<file path="config.mk">
export PLATFORM = sky130hd
export DESIGN_NAME = two_queue_cache_replacement
export DESIGN_NICKNAME = d
export VERILOG_FILES = /design/src/rtl/core/tqc_pkg.sv /design/src/rtl/core/two_queue_cache_replacement.sv /design/src/rtl/core/tqc_cell.sv /design/src/rtl/core/tqc_cfg.sv
export SDC_FILE = /design/constraint.sdc
export NUM_CORES = 2
export LEC_CHECK = 0
export BUFFER_PORTS_ARGS = -buffer_cell sky130_fd_sc_hd__buf_2
export CAP_MARGIN = 20
export CORE_ASPECT_RATIO = 0.9
export CORE_MARGIN = 3
export CORE_UTILIZATION = 50
export CTS_CLUSTER_SIZE = 25
export DETAILED_ROUTE_END_ITERATION = 8
export PLACE_DENSITY_LB_ADDON = 0.3
export SKIP_LAST_GASP = 1
export SYNTH_ARGS = -nofsm -noshare
export SYNTH_HDL_FRONTEND = slang
export SYNTH_SLANG_ARGS = --single-unit
</file>
<file path="constraint.sdc">
create_clock -name clk -period 21.4 [get_ports clk]
set_input_delay 2.14 -clock clk [delete_from_list [all_inputs] [get_ports clk]]
set_output_delay 2.14 -clock clk [all_outputs]
set_load 0.005 [all_outputs]
</file>
<file path="src/rtl/core/tqc_pkg.sv">
// Package: types, constants and helpers shared by the two-queue replacement block.
package tqc_pkg;

  // List depths and key width.
  localparam int unsigned IN_DEPTH   = 8;
  localparam int unsigned OUT_DEPTH  = 8;
  localparam int unsigned HOT_DEPTH  = 16;
  localparam int unsigned KEY_BITS   = 32;
  localparam int unsigned PAGE_KEY_W = 32;
  localparam int unsigned KEY_W      = (KEY_BITS < PAGE_KEY_W) ? KEY_BITS : PAGE_KEY_W;

  // Count / limit widths: hold 0..DEPTH.
  localparam int unsigned IN_CW  = $clog2(IN_DEPTH + 1);
  localparam int unsigned OUT_CW = $clog2(OUT_DEPTH + 1);
  localparam int unsigned HOT_CW = $clog2(HOT_DEPTH + 1);

  // Slot index width of the In list.
  localparam int unsigned IN_IW = (IN_DEPTH > 1) ? $clog2(IN_DEPTH) : 1;

  // Register field widths and reset values.
  localparam int unsigned IN_LIM_FW  = 4;
  localparam int unsigned OUT_LIM_FW = 4;
  localparam int unsigned HOT_LIM_FW = 5;
  localparam int unsigned LIM_ARG_W  = 5;
  localparam logic [LIM_ARG_W-1:0] IN_LIM_RST  = 5'd8;
  localparam logic [LIM_ARG_W-1:0] OUT_LIM_RST = 5'd8;
  localparam logic [LIM_ARG_W-1:0] HOT_LIM_RST = 5'd16;

  // APB side.
  localparam int unsigned APB_DW = 32;
  localparam int unsigned APB_AW = 4;
  localparam int unsigned IDX_W  = 2;

  typedef enum logic [IDX_W-1:0] {
    CFG_IN_LIMIT  = 2'd0,
    CFG_OUT_LIMIT = 2'd1,
    CFG_HOT_LIMIT = 2'd2,
    CFG_NONE      = 2'd3
  } cfg_idx_t;

  typedef logic [KEY_W-1:0] key_t;

  typedef enum logic [1:0] {
    REG_MISS = 2'd0,
    REG_IN   = 2'd1,
    REG_OUT  = 2'd2,
    REG_HOT  = 2'd3
  } region_t;

  // Per-cell update: keep, take from the head side, take from the tail side.
  typedef enum logic [1:0] {
    CELL_HOLD = 2'd0,
    CELL_PREV = 2'd1,
    CELL_NEXT = 2'd2
  } cell_op_t;

  // Active list limits, already clamped to 1..DEPTH.
  typedef struct packed {
    logic [IN_CW-1:0]  in_lim;
    logic [OUT_CW-1:0] out_lim;
    logic [HOT_CW-1:0] hot_lim;
  } lim_t;

  // 0 acts as 1, anything above the depth acts as the depth.
  function automatic int unsigned clamp_lim(input logic [LIM_ARG_W-1:0] v,
                                            input int unsigned depth);
    int unsigned r;
    r = int'(v);
    if (r < 1) r = 1;
    if (r > depth) r = depth;
    return r;
  endfunction

endpackage

</file>
<file path="src/rtl/core/two_queue_cache_replacement.sv">
// Top level of the two-queue (In / Out / Hot) page cache replacement block.
//
//  channel | ports                                   | transfer when
//  --------+-----------------------------------------+------------------------------
//  in      | in_valid, in_stall, in_page_key         | in_valid & !in_stall
//  out     | out_valid, out_stall, out_hit,          | out_valid & !out_stall
//          | out_found_region                        |
//  cfg     | psel, penable, pwrite, paddr, pwdata,   | psel & penable & pwrite
//          | prdata, pready                          |
//
// Flow: a key is captured in the request register, then looked up and applied to
// the lists once the output register is free or being taken, and its result is
// registered in the output register; one key per cycle sustained while out_stall is low.
// The speed limit is the parallel compare across all cells feeding the shift
// controls of every cell.
// Reset: synchronous, active low; clears counts and valids, limits go to 8/8/16.
// Stalls: a held output blocks the lookup, which in turn holds the request
// register and raises in_stall.
module two_queue_cache_replacement
  import tqc_pkg::*;
(
  input  logic                  clk,
  input  logic                  rst_n,
  // request channel
  input  logic                  in_valid,
  output logic                  in_stall,
  input  logic [PAGE_KEY_W-1:0] in_page_key,
  // result channel
  output logic                  out_valid,
  input  logic                  out_stall,
  output logic                  out_hit,
  output logic [1:0]            out_found_region,
  // configuration
  input  logic                  psel,
  input  logic                  penable,
  input  logic                  pwrite,
  input  logic [APB_AW-1:0]     paddr,
  input  logic [APB_DW-1:0]     pwdata,
  output logic [APB_DW-1:0]     prdata,
  output logic                  pready
);

  lim_t lim;

  tqc_cfg u_cfg (
    .clk     (clk),
    .rst_n   (rst_n),
    .psel    (psel),
    .penable (penable),
    .pwrite  (pwrite),
    .paddr   (paddr),
    .pwdata  (pwdata),
    .prdata  (prdata),
    .lim     (lim)
  );

  assign pready = 1'b1;

  // ---------------------------------------------------------------------------
  // Request register and output register
  // ---------------------------------------------------------------------------
  logic    req_valid_r, req_valid_nxt;
  key_t    req_key_r;
  logic    out_valid_r, out_valid_nxt;
  logic    out_hit_r;
  region_t out_region_r;
  logic    fire;    // lookup + list update this cycle
  logic    in_xfer;
  region_t region;

  assign fire     = req_valid_r && (!out_valid_r || !out_stall);
  assign in_stall = req_valid_r && !fire;
  assign in_xfer  = in_valid && !in_stall;

  always_comb begin
    req_valid_nxt = in_xfer || (req_valid_r && !fire);
    out_valid_nxt = fire || (out_valid_r && out_stall);
  end

  always_ff @(posedge clk) begin
    if (!rst_n) begin
      req_valid_r <= 1'b0;
      out_valid_r <= 1'b0;
    end else begin
      req_valid_r <= req_valid_nxt;
      out_valid_r <= out_valid_nxt;
    end
  end

  always_ff @(posedge clk) begin
    if (in_xfer) req_key_r <= in_page_key[KEY_W-1:0];
    if (fire) begin
      out_hit_r    <= (region != REG_MISS);
      out_region_r <= region;
    end
  end

  assign out_valid        = out_valid_r;
  assign out_hit          = out_hit_r;
  assign out_found_region = out_region_r;

  // ---------------------------------------------------------------------------
  // List counts. A limit lowered below its count cuts the count right away, so
  // every use goes through the effective (clamped) count.
  // ---------------------------------------------------------------------------
  logic [IN_CW-1:0]  in_cnt_r,  in_cnt_nxt,  in_eff;
  logic [OUT_CW-1:0] out_cnt_r, out_cnt_nxt, out_eff;
  logic [HOT_CW-1:0] hot_cnt_r, hot_cnt_nxt, hot_eff;

  assign in_eff  = (in_cnt_r  > lim.in_lim)  ? lim.in_lim  : in_cnt_r;
  assign out_eff = (out_cnt_r > lim.out_lim) ? lim.out_lim : out_cnt_r;
  assign hot_eff = (hot_cnt_r > lim.hot_lim) ? lim.hot_lim : hot_cnt_r;

  // ---------------------------------------------------------------------------
  // Cell chains
  // ---------------------------------------------------------------------------
  key_t     in_key   [IN_DEPTH];
  key_t     in_prev  [IN_DEPTH];
  key_t     in_next  [IN_DEPTH];
  cell_op_t in_op    [IN_DEPTH];
  logic     [IN_DEPTH-1:0] in_eq, in_m;

  key_t     out_key  [OUT_DEPTH];
  key_t     out_prev [OUT_DEPTH];
  key_t     out_next [OUT_DEPTH];
  cell_op_t out_op   [OUT_DEPTH];
  logic     [OUT_DEPTH-1:0] out_eq, out_m, out_pre;

  key_t     hot_key  [HOT_DEPTH];
  key_t     hot_prev [HOT_DEPTH];
  key_t     hot_next [HOT_DEPTH];
  cell_op_t hot_op   [HOT_DEPTH];
  logic     [HOT_DEPTH-1:0] hot_eq, hot_m, hot_suf;

  for (genvar i = 0; i < IN_DEPTH; i++) begin : g_in
    tqc_cell u_cell (
      .clk (clk), .op (in_op[i]), .prev_key (in_prev[i]), .next_key (in_next[i]),
      .look_key (req_key_r), .key_o (in_key[i]), .match_o (in_eq[i])
    );
  end

  for (genvar i = 0; i < OUT_DEPTH; i++) begin : g_out
    tqc_cell u_cell (
      .clk (clk), .op (out_op[i]), .prev_key (out_prev[i]), .next_key (out_next[i]),
      .look_key (req_key_r), .key_o (out_key[i]), .match_o (out_eq[i])
    );
  end

  for (genvar i = 0; i < HOT_DEPTH; i++) begin : g_hot
    tqc_cell u_cell (
      .clk (clk), .op (hot_op[i]), .prev_key (hot_prev[i]), .next_key (hot_next[i]),
      .look_key (req_key_r), .key_o (hot_key[i]), .match_o (hot_eq[i])
    );
  end

  // Live-entry masking: only cells below the count take part in the lookup.
  always_comb begin
    for (int i = 0; i < IN_DEPTH; i++)  in_m[i]  = in_eq[i]  && (IN_CW'(i)  < in_eff);
    for (int i = 0; i < OUT_DEPTH; i++) out_m[i] = out_eq[i] && (OUT_CW'(i) < out_eff);
    for (int i = 0; i < HOT_DEPTH; i++) hot_m[i] = hot_eq[i] && (HOT_CW'(i) < hot_eff);
  end

  // Out removal closes the gap from the hit down: cells at or past the hit.
  // Hot promotion shifts cells from the head up to and including the hit.
  always_comb begin
    logic acc_o, acc_h;
    acc_o = 1'b0;
    for (int i = 0; i < OUT_DEPTH; i++) begin
      acc_o      = acc_o | out_m[i];
      out_pre[i] = acc_o;
    end
    acc_h = 1'b0;
    for (int i = HOT_DEPTH - 1; i >= 0; i--) begin
      acc_h      = acc_h | hot_m[i];
      hot_suf[i] = acc_h;
    end
  end

  // ---------------------------------------------------------------------------
  // Lookup decision (In wins over Out over Hot; live keys are distinct anyway)
  // ---------------------------------------------------------------------------
  logic hit_in, hit_out, hit_hot, miss, in_full;
  logic [IN_IW-1:0] in_tail;
  key_t moved_key;

  assign hit_in  = |in_m;
  assign hit_out = !hit_in && (|out_m);
  assign hit_hot = !hit_in && !hit_out && (|hot_m);
  assign miss    = !hit_in && !hit_out && !hit_hot;
  assign in_full = (in_eff >= lim.in_lim);

  // Oldest In entry that is still in use; leaves for Out on a full miss.
  assign in_tail   = IN_IW'(lim.in_lim - IN_CW'(1));
  assign moved_key = in_key[in_tail];

  always_comb begin
    if (hit_in)       region = REG_IN;
    else if (hit_out) region = REG_OUT;
    else if (hit_hot) region = REG_HOT;
    else              region = REG_MISS;
  end

  // Neighbor wiring: head takes the new key (Out: moved_key); tail's next is itself.
  always_comb begin
    for (int i = 0; i < IN_DEPTH; i++) begin
      in_prev[i] = (i == 0) ? req_key_r : in_key[(i == 0) ? 0 : i - 1];
      in_next[i] = in_key[(i == IN_DEPTH - 1) ? i : i + 1];
    end
    for (int i = 0; i < OUT_DEPTH; i++) begin
      out_prev[i] = (i == 0) ? moved_key : out_key[(i == 0) ? 0 : i - 1];
      out_next[i] = out_key[(i == OUT_DEPTH - 1) ? i : i + 1];
    end
    for (int i = 0; i < HOT_DEPTH; i++) begin
      hot_prev[i] = (i == 0) ? req_key_r : hot_key[(i == 0) ? 0 : i - 1];
      hot_next[i] = hot_key[(i == HOT_DEPTH - 1) ? i : i + 1];
    end
  end

  // Cell operations for this cycle.
  always_comb begin
    for (int i = 0; i < IN_DEPTH; i++)
      in_op[i] = (fire && miss) ? CELL_PREV : CELL_HOLD;
    for (int i = 0; i < OUT_DEPTH; i++) begin
      if (fire && miss && in_full)          out_op[i] = CELL_PREV;
      else if (fire && hit_out && out_pre[i]) out_op[i] = CELL_NEXT;
      else                                    out_op[i] = CELL_HOLD;
    end
    for (int i = 0; i < HOT_DEPTH; i++) begin
      if (fire && hit_out)                  hot_op[i] = CELL_PREV;
      else if (fire && hit_hot && hot_suf[i]) hot_op[i] = CELL_PREV;
      else                                    hot_op[i] = CELL_HOLD;
    end
  end

  // Count updates.
  always_comb begin
    in_cnt_nxt  = in_eff;
    out_cnt_nxt = out_eff;
    hot_cnt_nxt = hot_eff;
    if (fire) begin
      if (miss) begin
        in_cnt_nxt = in_full ? lim.in_lim : in_eff + IN_CW'(1);
        if (in_full)
          out_cnt_nxt = (out_eff >= lim.out_lim) ? lim.out_lim : out_eff + OUT_CW'(1);
      end
      if (hit_out) begin
        out_cnt_nxt = out_eff - OUT_CW'(1);
        hot_cnt_nxt = (hot_eff >= lim.hot_lim) ? lim.hot_lim : hot_eff + HOT_CW'(1);
      end
    end
  end

  always_ff @(posedge clk) begin
    if (!rst_n) begin
      in_cnt_r  <= '0;
      out_cnt_r <= '0;
      hot_cnt_r <= '0;
    end else begin
      in_cnt_r  <= in_cnt_nxt;
      out_cnt_r <= out_cnt_nxt;
      hot_cnt_r <= hot_cnt_nxt;
    end
  end

endmodule

</file>
<file path="src/rtl/core/tqc_cell.sv">
// One key slot of a list: holds a key, compares it, shifts toward head or tail.
module tqc_cell
  import tqc_pkg::*;
(
  input  logic     clk,
  input  cell_op_t op,
  input  key_t     prev_key,
  input  key_t     next_key,
  input  key_t     look_key,
  output key_t     key_o,
  output logic     match_o
);

  key_t key_r;
  key_t key_nxt;

  always_comb begin
    case (op)
      CELL_PREV: key_nxt = prev_key;
      CELL_NEXT: key_nxt = next_key;
      default:   key_nxt = key_r;
    endcase
  end

  always_ff @(posedge clk) begin
    key_r <= key_nxt;
  end

  assign key_o   = key_r;
  assign match_o = (key_r == look_key);

endmodule

</file>
<file path="src/rtl/core/tqc_cfg.sv">
// APB register file for the three list limits.
module tqc_cfg
  import tqc_pkg::*;
(
  input  logic              clk,
  input  logic              rst_n,
  input  logic              psel,
  input  logic              penable,
  input  logic              pwrite,
  input  logic [APB_AW-1:0] paddr,
  input  logic [APB_DW-1:0] pwdata,
  output logic [APB_DW-1:0] prdata,
  output lim_t              lim
);

  lim_t     lim_r;
  lim_t     lim_nxt;
  cfg_idx_t idx;
  logic     wr;

  assign idx = cfg_idx_t'(paddr[APB_AW-1:APB_AW-IDX_W]);
  assign wr  = psel && penable && pwrite;

  always_comb begin
    lim_nxt = lim_r;
    if (wr) begin
      unique case (idx)
        CFG_IN_LIMIT:  lim_nxt.in_lim  = IN_CW'(clamp_lim(
                         LIM_ARG_W'(pwdata[IN_LIM_FW-1:0]), IN_DEPTH));
        CFG_OUT_LIMIT: lim_nxt.out_lim = OUT_CW'(clamp_lim(
                         LIM_ARG_W'(pwdata[OUT_LIM_FW-1:0]), OUT_DEPTH));
        CFG_HOT_LIMIT: lim_nxt.hot_lim = HOT_CW'(clamp_lim(
                         LIM_ARG_W'(pwdata[HOT_LIM_FW-1:0]), HOT_DEPTH));
        default: ;
      endcase
    end
  end

  always_ff @(posedge clk) begin
    if (!rst_n) begin
      lim_r.in_lim  <= IN_CW'(clamp_lim(IN_LIM_RST, IN_DEPTH));
      lim_r.out_lim <= OUT_CW'(clamp_lim(OUT_LIM_RST, OUT_DEPTH));
      lim_r.hot_lim <= HOT_CW'(clamp_lim(HOT_LIM_RST, HOT_DEPTH));
    end else begin
      lim_r <= lim_nxt;
    end
  end

  always_comb begin
    unique case (idx)
      CFG_IN_LIMIT:  prdata = APB_DW'(lim_r.in_lim);
      CFG_OUT_LIMIT: prdata = APB_DW'(lim_r.out_lim);
      CFG_HOT_LIMIT: prdata = APB_DW'(lim_r.hot_lim);
      default:       prdata = '0;
    endcase
  end

  assign lim = lim_r;

endmodule
</file>
==> metrics.md <==
| Metric | Value |
|---|---|
| Slowest-stage cell, CP | `inv_8` |
| WP data required | `21.69 ns` |
| Htree depth | `3` |
| Peak Freq | `around 150 MHz` |
| Setup crit start kind | `register` |
| Util after Layout | `roughly 56%` |
| Max_slew headroom | `between 20 and 30%` |
| Commonest non-fill, non-tap cells in the layout | `edfxtp_1, xnor2_1, xor2_1, mux2_2, nand4_1` |
| Fillers | `between 8000 and 9000` |
| Endpoints failing hold | `0` |
| Cell Area, Synth | `51960 um^2` |
| DRC viols | `0` |
| Dpl hpwl | `96540 um` |
| Root buf cell | `clkbuf_16` |
| Clock Latency Late Sink | `0.68 ns` |
| CTS tree | `yes` |
| Origin of the worst min-delay path | `g_hot[3].u_cell.key_o[2]$_DFFE_PP_` |
| Dominant synthesized flop cell | `edfxtp_1` |
| Iteration-0 DRC Markers | `3082` |
| P_leak | `0.01852 uW` |
| Design Power | `a little under 5000 uW` |
| Avg WL per Cell | `26.23 um` |
| Initial Util | `about half` |
| Post-route cell area | `between 50000 and 60000 um^2` |
| Gr ovfl total | `0` |
| Die Footprint | `~110000 um^2` |
| Total setup buffers inserted after CTS | `0` |
| 1st-pass router iterations | `6` |
| # diodes | `0` |
| Hold-fix buffers at CTS | `0` |
| Largest net degree at the start of global routing | `141` |
| Most common cell after layout, fill and taps aside | `edfxtp_1` |
| Ys async rst share | `0%` |
| Setup TNS | `0 ns` |
| ANT nets after route | `0` |
| RSZ-0062 raised after global routing | `false` |
| Final worst path period share | `30.75%` |
| Post-synthesis register bit count | `between 1000 and 1500` |
| Worst-Margin Slew | `1.108 ns` |
| WHS Path Cells | `0` |
| Largest cells by area after synthesis | `edfxtp_1, xnor2_1, xor2_1` |
| Sequential element share of the synthesized area | `62.28%` |
| Post-Route WL | `130700 um` |
| PwrDens | `85.94 nW/um^2` |
| Number of global-route vias before repair | `roughly 29000` |
| First-pass GRT wire length | `190900 um` |
| R2R depth | `13` |
| CTS sink count | `1087` |
| Clock Skew | `between 0.02 and 0.03 ns` |
| Die span in y | `311.8 um` |
| Post-synth EDFFs | `1059` |
| GP Congestion | `0.9123` |
| HP Class | `reg2reg` |
| Most Frequent Cell on Critical Path | `nand3_2` |
| Fraction of layout cells with a size suffix above 1 | `around 17%` |
| Via/cell ratio | `5.830` |
| Setup WS post-layout | `14.82 ns` |
| Final Max Tran Viols | `0` |
| Final nets | `about 3600` |
| Critical Path AT | `6.87 ns` |
| Peak VDD IR | `around 0.07 mV` |
| DR vias | `29061` |
| Syn-to-layout area delta | `9.562%` |
| CP peak stage delay | `0.86 ns` |
| Pre-CTS setup slack | `approximately 15 ns` |
| Port bufs | `55` |
| Ports | `between 100 and 150` |
| Clk buf depth | `3` |
| Status | `finished, final reports clean` |
| Yosys cell types | `87` |
| Area leader, netlist | `edfxtp_1` |
| Share of the synthesized area in the top cell type | `61.20%` |
| DP Area | `roughly 54000 um^2` |
| Total of max-cap violations | `0` |
| Antenna violations before repair | `2` |
| Die Width | `345.8 um` |
| Worst-path cell chain | `inv_1 > ha_1 > o211a_1 > o31a_4 > o21ai_2 > mux2i_1 > nor3_1 > a211oi_2 > nand3_2 > nor4b_4 > nand3_2 > inv_8 > buf_4` |
| Final setup viols | `0` |
| Num rows | `111` |
| Shortest period the worst path allows | `6.579 ns` |
| TritonCTS Buffers | `109` |
| GRT Overall Usage | `23.86%` |
| Total core area | `102500 um^2` |
| Mapped Cells | `3466` |
| Setup crit end kind | `register` |
| R2r startpoint | `u_cfg.lim[2]$_SDFFE_PN0P_` |
| Worst setup startpoint | `u_cfg.lim[2]$_SDFFE_PN0P_` |
| Crit Path Max Fanout | `140` |
| Post-CTS sizing | `0` |
| Ys Warns | `0` |
| Critical path type | `reg2reg` |
| Syn Area/Cell | `between 10 and 15 um^2` |
| CTS clk-pin slew, worst paths | `roughly 0.06 ns` |
[per-layer routing]
layer  global-route usage, %  vias to the layer above  share of wire [%]
met3                   3.448                      196                7.7
li1                        -                    12987                  -
met5                       0                        -             0.0099
met2                   36.04                     1188                 44
met4                   7.077                        2                2.9
met1                   35.97                    14688                 45
[worst paths after layout]
check        slack, ns                                 end
max              14.82  g_in[4].u_cell.key_o[31]$_DFFE_PP_
max reg2reg      14.82  g_in[4].u_cell.key_o[31]$_DFFE_PP_
min               0.47  g_hot[4].u_cell.key_o[2]$_DFFE_PP_
min reg2reg       0.47  g_hot[4].u_cell.key_o[2]$_DFFE_PP_
[kinds of logic after synthesis]
| logic type | after synthesis | synth area share, % |
|---|---|---|
| simple gates | 569 | 6.347 |
| xor+xnor | 1025 | 17.28 |
| mux | 312 | 8.038 |
| flops | 1087 | 62.28 |
| other cells | 2 | 0.01445 |
| buf+inv | 255 | 2.902 |
| fa+ha+maj | 33 | 0.7946 |
| compound gates | 183 | 2.348 |
[where the power goes]
part	total, uW	switching [uW]	internal (uW)
combinational	527	326	201
clock	1840	799	1040
sequential	2530	86.1	2440
[synthesized netlist by cell type, types with 11 or more instances]
cell type,n
edfxtp_1,1059
xnor2_1,558
xor2_1,467
mux2_2,192
nand4_1,180
nor4_1,152
buf_4,85
buf_2,76
nand2_1,75
o21ai_0,70
mux4_2,64
mux2i_1,51
nor2_1,42
inv_1,37
ha_1,33
clkbuf_1,32
dfxtp_1,28
a21oi_1,27
nand3_1,23
nor2b_1,21
buf_6,18
nor3_1,18
and3_1,11
[flip-flops by register name (all words and copies together) (netlist names)]
name	cells
req_valid_r	1
out_valid	1
g_out.u_cell.key_o	256
out_found_region	2
req_key_r	32
g_hot.u_cell.key_o	512
g_in.u_cell.key_o	256
hot_cnt_r	5
out_hit	1
out_cnt_r	4
in_cnt_r	4
u_cfg.lim	13
[critical path, delay by kind of cell (launching register included)]
family,cells,cell delay (ns)
flops,1,0.62
simple gates,4,1.33
mux,1,0.61
compound gates,4,1.21
fa+ha+maj,1,0.39
buf+inv,3,1.90
[stage by stage]
step | hold WS [ns] | std cells
6_report | 0.4661 | 4985
5_1_grt | 0.4687 | 4985
4_1_cts | 0.4594 | 4985
3_5_place_dp | 0.4538 | 4782
3_3_place_gp | 0.4501 | 4782
2_1_floorplan | 0.4393 | 3492
[final cells by class]
type / count / area [um^2] / share of cell area (%)
clock inverter: 69 / 509.2 / 0.8945
multi-input combinational: 2150 / 18330 / 32.19
clock buffer: 134 / 2884 / 5.066
sequential: 1087 / 32360 / 56.85
inverter: 37 / 146.4 / 0.2571
timing repair buffer: 152 / 1003 / 1.763
tap: 1356 / 1697 / 2.980
(Power assumes the default switching activity.)
